<file path="src/hdl/scm_pkg.sv">
package scm_pkg;

  localparam int REF_DEPTH = 1024;
  localparam int REF_AW    = $clog2(REF_DEPTH);
  localparam int CNT_W     = REF_AW + 1;
  localparam int TIME_W    = 32;
  localparam int WIN_W     = 16;
  localparam int QCNT_W    = 32;
  localparam int Q_DEPTH   = 2;
  localparam int Q_AW      = $clog2(Q_DEPTH);
  localparam int QC_W      = Q_AW + 1;

  localparam logic [WIN_W-1:0] WINDOW_RESET = 16'd350;

  localparam logic [1:0] OP_APPEND = 2'd0;
  localparam logic [1:0] OP_QUERY  = 2'd1;
  localparam logic [1:0] OP_CLEAR  = 2'd2;

  typedef enum logic [1:0] {
    CMD_APPEND,
    CMD_QUERY,
    CMD_CLEAR
  } cmd_kind_t;

  typedef enum logic {
    ST_IDLE,
    ST_SCAN
  } back_state_t;

  typedef struct packed {
    logic [1:0]        op;
    logic [TIME_W-1:0] event_time;
  } scm_in_t;

  typedef struct packed {
    logic              matched;
    logic [QCNT_W-1:0] query_index;
    logic [REF_AW-1:0] ref_index;
    logic [WIN_W-1:0]  delay;
    logic [CNT_W-1:0]  match_total;
  } scm_out_t;

  typedef struct packed {
    cmd_kind_t         kind;
    logic [TIME_W-1:0] t;
  } scm_cmd_t;

endpackage

</file>
<file path="src/hdl/scm_front.sv">
module scm_front (
  input  logic             clk,
  input  logic             rst_n,
  input  logic             start,
  output logic             busy,
  input  scm_pkg::scm_in_t in_data,
  output logic             q_valid,
  output scm_pkg::scm_cmd_t q_head,
  input  logic             q_pop
);
  import scm_pkg::*;

  scm_cmd_t          q_mem_r [Q_DEPTH];
  logic [Q_AW-1:0]   wr_ptr_r, wr_ptr_nxt;
  logic [Q_AW-1:0]   rd_ptr_r, rd_ptr_nxt;
  logic [QC_W-1:0]   cnt_r, cnt_nxt;
  logic              accept;
  logic              push;
  scm_cmd_t          cmd;

  assign busy    = (cnt_r == QC_W'(Q_DEPTH));
  assign accept  = start && !busy;
  assign q_valid = (cnt_r != '0);
  assign q_head  = q_mem_r[rd_ptr_r];

  // classify: unused op code is accepted and dropped here
  always_comb begin
    cmd.t    = in_data.event_time;
    cmd.kind = CMD_APPEND;
    push     = accept;
    case (in_data.op)
      OP_APPEND: cmd.kind = CMD_APPEND;
      OP_QUERY:  cmd.kind = CMD_QUERY;
      OP_CLEAR:  cmd.kind = CMD_CLEAR;
      default:   push     = 1'b0;
    endcase
  end

  always_comb begin
    wr_ptr_nxt = wr_ptr_r;
    rd_ptr_nxt = rd_ptr_r;
    cnt_nxt    = cnt_r;
    if (push) begin
      wr_ptr_nxt = (wr_ptr_r == Q_AW'(Q_DEPTH - 1)) ? '0 : wr_ptr_r + 1'b1;
    end
    if (q_pop && q_valid) begin
      rd_ptr_nxt = (rd_ptr_r == Q_AW'(Q_DEPTH - 1)) ? '0 : rd_ptr_r + 1'b1;
    end
    case ({push, q_pop && q_valid})
      2'b10:   cnt_nxt = cnt_r + 1'b1;
      2'b01:   cnt_nxt = cnt_r - 1'b1;
      default: cnt_nxt = cnt_r;
    endcase
  end

  always_ff @(posedge clk) begin
    if (!rst_n) begin
      wr_ptr_r <= '0;
      rd_ptr_r <= '0;
      cnt_r    <= '0;
    end else begin
      wr_ptr_r <= wr_ptr_nxt;
      rd_ptr_r <= rd_ptr_nxt;
      cnt_r    <= cnt_nxt;
    end
  end

  always_ff @(posedge clk) begin
    if (push) begin
      q_mem_r[wr_ptr_r] <= cmd;
    end
  end

endmodule

</file>
<file path="config.mk">
export PLATFORM = sky130hd
export DESIGN_NAME = scm_front
export DESIGN_NICKNAME = d
export VERILOG_FILES = /design/src/hdl/scm_pkg.sv /design/src/hdl/scm_front.sv
export SDC_FILE = /design/constraint.sdc
export NUM_CORES = 1
export LEC_CHECK = 0
export ABC_AREA = 1
export BUFFER_PORTS_ARGS = -buffer_cell sky130_fd_sc_hd__buf_2
export CORE_MARGIN = 2
export CORE_UTILIZATION = 52
export DETAILED_ROUTE_END_ITERATION = 10
export PLACE_DENSITY = 0.86
export RECOVER_POWER = 100
export SYNTH_ARGS = -nofsm -noshare
export SYNTH_HDL_FRONTEND = slang
export SYNTH_SLANG_ARGS = --single-unit
</file>
<file path="constraint.sdc">
create_clock -name clk -period 2.9 [get_ports clk]
set_input_delay 0.435 -clock clk [delete_from_list [all_inputs] [get_ports clk]]
set_output_delay 0.435 -clock clk [all_outputs]
set_load 0.05 [all_outputs]
</file>
After elaboration in Yosys (flattened, before gate mapping)
Memories as Yosys holds them, arrays and structs flattened. A register that Yosys moved wholly into a read port is not among the register bits.
Cells that the tools add are included.
{"block": "classes", "reduce_logical": 7, "addsub": 4, "n_mux": 9, "eq_ne": 5}
{"op": "2-bit one-hot mux with 2 select lines", "n": 2}
{"op": "1-bit 2-to-1 mux", "n": 7}
{"op": "2-bit == test (second input constant)", "n": 3}
{"op": "2-bit by 1-bit == test with 1-bit output (second input constant)", "n": 2}
{"op": "2-bit nonzero test", "n": 2}
{"op": "3-bit OR reduction", "n": 1}
{"op": "1-bit adder (second input constant)", "n": 2}
{"op": "2-bit by 1-bit adder with 2-bit output (second input constant)", "n": 1}
{"op": "1-bit logical AND", "n": 2}
{"op": "2-bit zero test", "n": 1}
{"op": "2-bit by 1-bit subtractor with 2-bit output (second input constant)", "n": 1}
{"op": "1-bit zero test", "n": 1}
{"block": "word_totals", "n_memories": 1, "ramBits": 68, "output_inout_bits": 36, "elab_cells": 29, "reg_bits": 4, "inputBits": 38}
{"name": "q_mem_r", "words": 2, "word_bits": 34, "read_ports": 1, "rd_ports_with_merged_regs": 1, "wr": 1, "line_no": "scm_front.sv:13", "rtl": "scm_cmd_t q_mem_r [Q_DEPTH];"}

Depth between registers and ports, before layout
Gate-level depths: netlist of run 1.
{"block": "logic_depth", "word_depth": 6, "depth_mapped": 10, "ltp_nobuf": 10}

Worst setup path after synthesis of run 1
OpenSTA, ideal clock, no wires.
{"block": "synth_path", "kind": "register to register", "from": "register cnt_r[0]", "to": "memory q_mem_r[0][0] in the netlist's numbering (enable)", "arrival_ps": 2289, "synth_period_minus_slack_ps": 2714, "t_required_ps": 2475, "setup_slack_ps": 186, "n_path_buf": 0, "path_stages_with_launch": 5, "path_cell_list": "dfxtp_1 nor2_1 nor2_1 inv_1 nor2_1"}
{"block": "synth_between", "elab_chain_cells": 6}
{"item": "start, declared", "line_no": "scm_front.sv:16", "rtl": "logic [QC_W-1:0] cnt_r, cnt_nxt;"}
{"item": "start signal, assigned", "line_no": "scm_front.sv:64", "rtl": "cnt_r <= cnt_nxt;"}
{"item": "2-bit == test", "line_no": "scm_front.sv:21", "rtl": "assign busy = (cnt_r == QC_W'(Q_DEPTH));"}
{"item": "net busy", "line_no": "scm_front.sv:5", "rtl": "output logic busy,"}
{"item": "1-bit zero test", "line_no": "scm_front.sv:22", "rtl": "assign accept = start && !busy;"}
{"item": "1-bit logical AND", "line_no": "scm_front.sv:22"}
{"item": "1-bit 2-to-1 mux", "line_no": "scm_front.sv:31", "rtl": "case (in_data.op)"}
{"item": "1-bit 2-to-1 mux", "line_no": "scm_front.sv:69", "rtl": "if (push) begin"}
{"item": "1-bit 2-to-1 mux (not written as such)", "line_no": "scm_front.sv:70", "rtl": "q_mem_r[wr_ptr_r] <= cmd;"}
{"item": "end, declared", "line_no": "scm_front.sv:13"}
The timed path passes the listed nets, and every way through them passes these cells.

==> impl_results.md, run 1 <==
* # rows at 27
* Switching Share at between 30% and 40%
* Die Y at 78.38 um
* PD cells at 808.1 nW/um^2
* CTS clock-pin slew for the worst setup and hold paths at approximately 0.070 ns
* Top cells by count, synth: 68 x edfxtp_1, 30 x mux2_4, 14 x nor2_1
* Routed WL at roughly 4600 um
* Fin nets at 272
* Worst vdd ir at 411.6 uV
* Data required, critical path at 2.47 ns
* Clock skew at approximately 0.0057 ns
* RSZ-0062 raised after global routing: false
* DRT antenna net count at 0
* Die width at about 78 um
* Combinational share of power at ~27%
* Period utilization at 86.60%
* First-pass GRT wire length at between 7000 and 8000 um
* Synth async-reset ratio at 0%
* Routed len/inst at 14.77 um
* Initial DRC count at 57
* Worst-margin pin slew at about 0.88 ns
* Most frequent cell after synthesis: edfxtp_1
* Overflow left after global routing at 0
* FMAX at between 300 and 400 MHz
* Cell-internal power at 1.870 mW
* Final min period at 2.511 ns
* Ys flop type: edfxtp_1
* Register area share after synthesis at approximately three quarters
* CP max stage delay at approximately 0.8 ns
* Final design utilization at around 63%
* Initial antenna violation count at 0
* Setup TNS Final at 0 ns
* Max Cap Viol at 0
* Endpoint class of the critical path: output pin
* Synth Cell Area at around 2900 sq um
* Reg2reg path depth at 6
* CP Cell Sequence: buf_12 -> mux2_4 -> clkbuf_1
* First-pass DRT Iterations at 4
* Clk network pwr share at about 26%
* Worst Path Arrival at 2.08 ns
* Leakage dissipation at between 1 and 1.5 nW
* Port bufs at 73
* Clock Root Buffer: clkbuf_8
* Final HPWL DP at around 3200 um
* Final Hold Viols at 0
* DR vias at about 1.5k
* Share of the synthesized area in the top cell type at between 70% and 80%
* #FFs+latches synth at 73
* Pin count of the biggest net entering global routing at 35
* Synth area leader: edfxtp_1
* Vias/cell at 4.900
* Synthesized area per cell at roughly 19 sq um
* Fill count at 430
* CTS resizes at 0
* Net Sw Power at a little under 0.9 mW
* Clk_lat worst skew at about 0.33 ns
* Core area at 5439 sq um
* Vias in the first global route at 1,497
* Max stage delay cell, worst path: dfxtp_1
* HP Class: in -> reg
* Area Growth Syn to Fin at 18.83%
* Slew HR at around 40%
* Post-synth EDFFs at 68
* Final setup violation count at 0
* Synth cell types at 15
* Setup Buffers After CTS at 0
* Num ports at 74
* Status: finished clean
* Post-Syn Instances at 150
* Synth area leaders: edfxtp_1 71%, mux2_4 16%, dfxtp_1 3.5%
* CTS max path bufs at 2
* Cts-stage hold buffer count at 0
* Post-route DRC at 0
* Sequential power share at between 40% and 50%
* Antenna cells at 0
* Startpoint Class: flop
* CTS sink cnt at 73
* Hold-critical path depth at 1
* Slew Limit Fails at 0
* CP max FO at 24
* Syn. warnings at 0
* Initial Util at between 50 and 60%
* Synth Net Count at 189
* CTS Buf Count at 9
* Max H-tree Level at 3
* Overall Global Routing Usage at ~16%
* TritonCTS clock tree: done
* Crit Path Class: reg -> out
* GPL Wtd Cong at approximately 0.7
* Layout cells sized above 1 at a little under a third
* Die Footprint at 6143 sq um
logic make-up after synthesis:
group / after synthesis / synth area share (%)
muxes: 34 / 17.22
and+or+nand+nor: 27 / 3.741
DFF: 73 / 74.47
AOI/OAI and AO/OA: 3 / 0.6087
buffers and inverters: 12 / 3.523
adders and majority gates: 1 / 0.4349
worst paths after layout:
check	from	to	slack, ns
worst max register to register	cnt_r[1]$_SDFFE_PN0P_	q_mem_r[0][5]$_DFFE_PP_	1.04
worst min register to register	rd_ptr_r$_SDFFE_PN0P_	rd_ptr_r$_SDFFE_PN0P_	0.49
worst min-delay path	in_data[27]	q_mem_r[0][27]$_DFFE_PP_	0.29
worst max-delay path	flop	q_head[17]	0.39
worst max-delay path: cells and delay by family, from the launching register on:
| kind | cells | cell delay (ns) |
|---|---|---|
| DFF | 1 | 0.79 |
| buffers and inverters | 2 | 0.76 |
| muxes | 1 | 0.18 |
metal layers:
layer / vias to the layer above / track usage (%) / part of all wire, %
li1: 725 / - / -
met1: 727 / 17.56 / 40
met2: 54 / 26.29 / 52
met3: 13 / 3.678 / 5.0
met4: 0 / 10.35 / 3.1
met5: - / 0 / 0
area by class of cell:
class | instances | area (sq um) | share of cell area (%)
Multi-Input combinational cell | 65 | 640.6 | 18.74
Sequential cell | 73 | 2142 | 62.66
Timing Repair Buffer | 76 | 337.8 | 9.883
Clock buffer | 11 | 131.4 | 3.843
Inverter | 8 | 30.03 | 0.8785
Tap cell | 72 | 90.09 | 2.635
Clock inverter | 5 | 46.29 | 1.354
registers in the layout, indices dropped and copies added (netlist names), named ones only:
| name | cells |
|---|---|
| cnt_r | 2 |
| rd_ptr_r | 1 |
| q_mem_r | 68 |
| wr_ptr_r | 1 |
placed cells by master (no fill, tap or decap):
master     synthesis  routed
buf_2              0      27
a21oi_1            1       1
mux2_2             4       4
buf_12             3       1
nand4_1            2       2
nand3_1            1       1
mux2_4            30      30
o21a_1             1       1
ha_1               1       1
edfxtp_1          68      68
clkinv_1           0       3
inv_1              8       8
nor2_4             0       1
clkbuf_1           0      48
clkbuf_8           0       9
nand2_1           10      10
dfxtp_1            5       5
clkinv_2           0       1
nor2_1            14      13
bufinv_16          0       1
o21ai_0            1       1
clkbuf_2           0       2
per-stage QoR:
stage / setup slack [ns] / hold slack (ns) / power, mW / instance area (sq um) / instances
floorplan: 0.1858 / 0.4512 / 1.972 / 2877 / 150
global placement: 1.094 / 0.4719 / 2.084 / 3304 / 294
detailed placement: 1.066 / 0.4806 / 2.105 / 3304 / 294
CTS: 0.6984 / 0.2735 / 2.811 / 3482 / 310
global route: 0.3243 / 0.2783 / 2.869 / 3418 / 310
finish: 0.3887 / 0.2920 / 2.762 / 3418 / 310
power groups by stage:
stage / sequential (mW) / clock [mW] / combinational, mW
floorplan: 1.30 / 0 / 0.673
global placement: 1.32 / 0 / 0.766
detailed placement: 1.32 / 0 / 0.781
CTS: 1.30 / 0.729 / 0.782
global route: 1.31 / 0.769 / 0.791
finish: 1.30 / 0.709 / 0.752
Note: power is estimated with default switching activity, not from simulation.
==> run 2: changes to the inputs <==
- ABC_AREA: 1 -> 0
- CORE_UTILIZATION: 52 -> 51
- PLACE_DENSITY: 0.86 -> 0.85
==> run 2 against run 1 <==
Net effect:
- clock power decreased by 3.9%
- routed wire length shrank 4.1%
- cell count fell by 5.5%
- setup slack better by 0.30 ns
==> impl_results.md, run 2 <==
* Status: finished clean
* Synth Cell Area at 2694 sq um (-6.4%)
* Endpoint class of the critical path: flop
* RSZ-0062 raised after global routing: false
* Most frequent cells in the layout: 68 x edfxtp_1, 57 x clkbuf_1, 34 x mux2_2, 20 x buf_2, 11 x clkbuf_8
* Worst vdd ir at 513.7 uV (+25%)
* Share of the synthesized area in the top cell type at 75.80% (+4.8 points)
* CP max FO at 29 (+21%)
* Ys flop type: edfxtp_1
* Post-Syn Instances at 134 (-11%)
* Max H-tree Level at 3 (unchanged)
* Die width at 76.68 um (-2.2%)
* Routed len/inst at 14.99 um (+1.5%)
* Final HPWL DP at 2980 um (-6.0%)
* Die Footprint at 5879 sq um (-4.3%)
* Most flop-heavy register: q_mem_r
* CP max stage delay at 0.67 ns (-0.12 ns)
* GPL Wtd Cong at 0.7034 (-0.14%)
* Vias in the first global route at 1,427 (-4.7%)
* Fill count at 419 (-2.6%)
* Antenna cells at 0 (unchanged)
* Final instance count without filler cells at 293 (-5.5%)
* Setup Buffers After CTS at 0 (unchanged)
* Placed cells at 277 (-5.8%)
* First-pass GRT wire length at 6748 um (-3.9%)
* Clock Root Buffer: clkbuf_8
* Most frequent cell after synthesis: edfxtp_1
* Initial antenna violation count at 0 (unchanged)
* Syn. warnings at 0 (unchanged)
* DRT antenna net count at 0 (unchanged)
* CTS clock-pin slew for the worst setup and hold paths at 0.07 ns (about the same)
* Synth async-reset ratio at 0% (unchanged)
* Post-synth EDFFs at 68 (unchanged)
* Fin nets at 257 (-5.5%)
* Layout cells sized above 1 at 31.84% (-0.094 points)
* # rows at 26 (-3.7%)
* Cts-stage hold buffer count at 0 (unchanged)
* Data required, critical path at 2.86 ns (+0.39 ns)
* Final min period at 2.211 ns (-0.3003 ns)
* R2r setup slk at 0.69 ns (-0.35 ns)
* CTS resizes at 0 (unchanged)
* Crit path launch: cnt_r[0]$_SDFFE_PN0P_
* Setup TNS Final at 0 ns (unchanged)
* Worst-margin pin slew at 0.7309 ns (-0.1533 ns)
* FMAX at 452.3 MHz (+14%)
* Synth Net Count at 173 (-8.5%)
* Die Y at 76.68 um (-2.2%)
* Routed WL at 4392 um (-4.1%)
* CP Cell Sequence: nor2b_1 -> nand3b_1 -> nor2_1 -> clkbuf_2
* Worst hold margin at 0.2865 ns (-0.005418 ns)
* Register area share after synthesis at 79.52% (+5.0 points)
* Initial Util at 52.74% (-0.14 points)
* Largest regs: q_mem_r x68, cnt_r x2
* Initial DRC count at 79 (+39%)
* Synth area leaders: edfxtp_1 76%, mux2_2 14%, dfxtp_1 3.7%
* Largest register FFs at 68 (unchanged)
* Synth area leader: edfxtp_1
* Clock skew at 0.005956 ns (+0.0003011 ns)
* Most common library cell in the layout ignoring fill and taps: edfxtp_1
* Clk_lat worst skew at 0.33 ns (about the same)
* First-pass DRT Iterations at 4 (unchanged)
* Slew Limit Fails at 0 (unchanged)
* Period utilization at 76.24% (-10 points)
* Startpoint Class: flop
* Max Cap Viol at 0 (unchanged)
* #FFs+latches synth at 73 (unchanged)
* Leakage dissipation at 1.104 nW (-14%)
* Synth cell types at 18 (+3)
* DR vias at 1,420 (-6.5%)
* Final setup violation count at 0 (unchanged)
* Post-route DRC at 0 (unchanged)
* Area Growth Syn to Fin at 20.99%
* Port bufs at 73 (unchanged)
* Top cells by count, synth: 68 x edfxtp_1, 34 x mux2_2, 5 x dfxtp_1, 5 x nor2b_1, 4 x buf_2
* PD cells at 971.4 nW/um^2 (+20%)
* Synthesized area per cell at 20.10 sq um (+4.8%)
* Crit Path Class: reg -> reg
* CTS sink cnt at 73 (unchanged)
* Max stage delay cell, worst path: clkbuf_2
* HP Class: in -> reg
* Vias/cell at 4.846 (-1.1%)
* Num ports at 74 (unchanged)
* CTS Buf Count at 9 (unchanged)
* Pin count of the biggest net entering global routing at 30 (-14%)
* Worst Path Arrival at 2.17 ns (+0.09 ns)
* TritonCTS clock tree: done
* Slew HR at 51.28% (+10 points)
* Worst r2r src: cnt_r[0]$_SDFFE_PN0P_
* Final Hold Viols at 0 (unchanged)
* Hold Path Origin: in_data[6]
* Core area at 5107 sq um (-6.1%)
* Overflow left after global routing at 0 (unchanged)
* Overall Global Routing Usage at 15.77% (+0.22 points)
* CTS max path bufs at 2 (unchanged)
==> run 2: final timing paths <==
kind	to	cells after the start
worst max-delay path	q_mem_r[1][12]$_DFFE_PP_	4
worst max register to register	q_mem_r[1][12]$_DFFE_PP_	4
worst min register to register	wr_ptr_r$_SDFFE_PN0P_	2
worst min-delay path	q_mem_r[0][6]$_DFFE_PP_	1
==> run 2: logic make-up (layout without fill, tap and decap cells) <==
group | count (synthesis) | after routing | synth area share (%)
flops | 73 | 73 | 79.52
buf+inv | 5 | 94 | 0.8824
simple gates | 14 | 14 | 2.834
mux | 35 | 35 | 14.58
fa+ha+maj | 1 | 1 | 0.4644
compound gates | 3 | 3 | 0.7432
xor+xnor | 3 | 3 | 0.9756
==> run 2: where the power goes <==
part	switching [mW]	leakage [nW]	internal, mW
Combinational	0.843	0.344	0.301
Clock	0.323	0.0877	0.358
Sequential	0.0424	0.672	1.30
Total	1.21	1.10	1.96
==> run 2: stage by stage <==
stage	utilization, %	power, mW	cell area, sq um	setup slack (ns)
finish	63.82	3.166	3259	0.6890
detailed placement	62.10	2.566	3172	1.003
floorplan	-	2.311	2694	0.08043
global placement	62.10	2.550	3172	1.056
global route	63.82	3.308	3259	0.4539
CTS	65.46	3.250	3343	0.9384
==> run 2: final cells by class <==
cell class / count / area [sq um] / area share [%]
Sequential cell: 73 / 2142 / 65.72
Multi-Input combinational cell: 56 / 528.0 / 16.20
Timing Repair Buffer: 77 / 326.6 / 10.02
Clock buffer: 15 / 166.4 / 5.106
Tap cell: 70 / 87.58 / 2.687
Clock inverter: 1 / 5.005 / 0.1536
Inverter: 1 / 3.754 / 0.1152
==> run 2: worst max-delay path, delay by kind of cell, from the launching register on <==
family        cells  cell delay [ns]
buf+inv           1             0.67
flops             1             0.41
simple gates      3             0.74
==> run 2: metal layers <==
layer  track usage (%)  vias up  share of wire, %
met4             4.364        0              0.71
met2             24.30       57                48
met5                 0        -                 0
li1                  -      680                 -
met3             7.882        3               7.2
met1             19.90      680                44
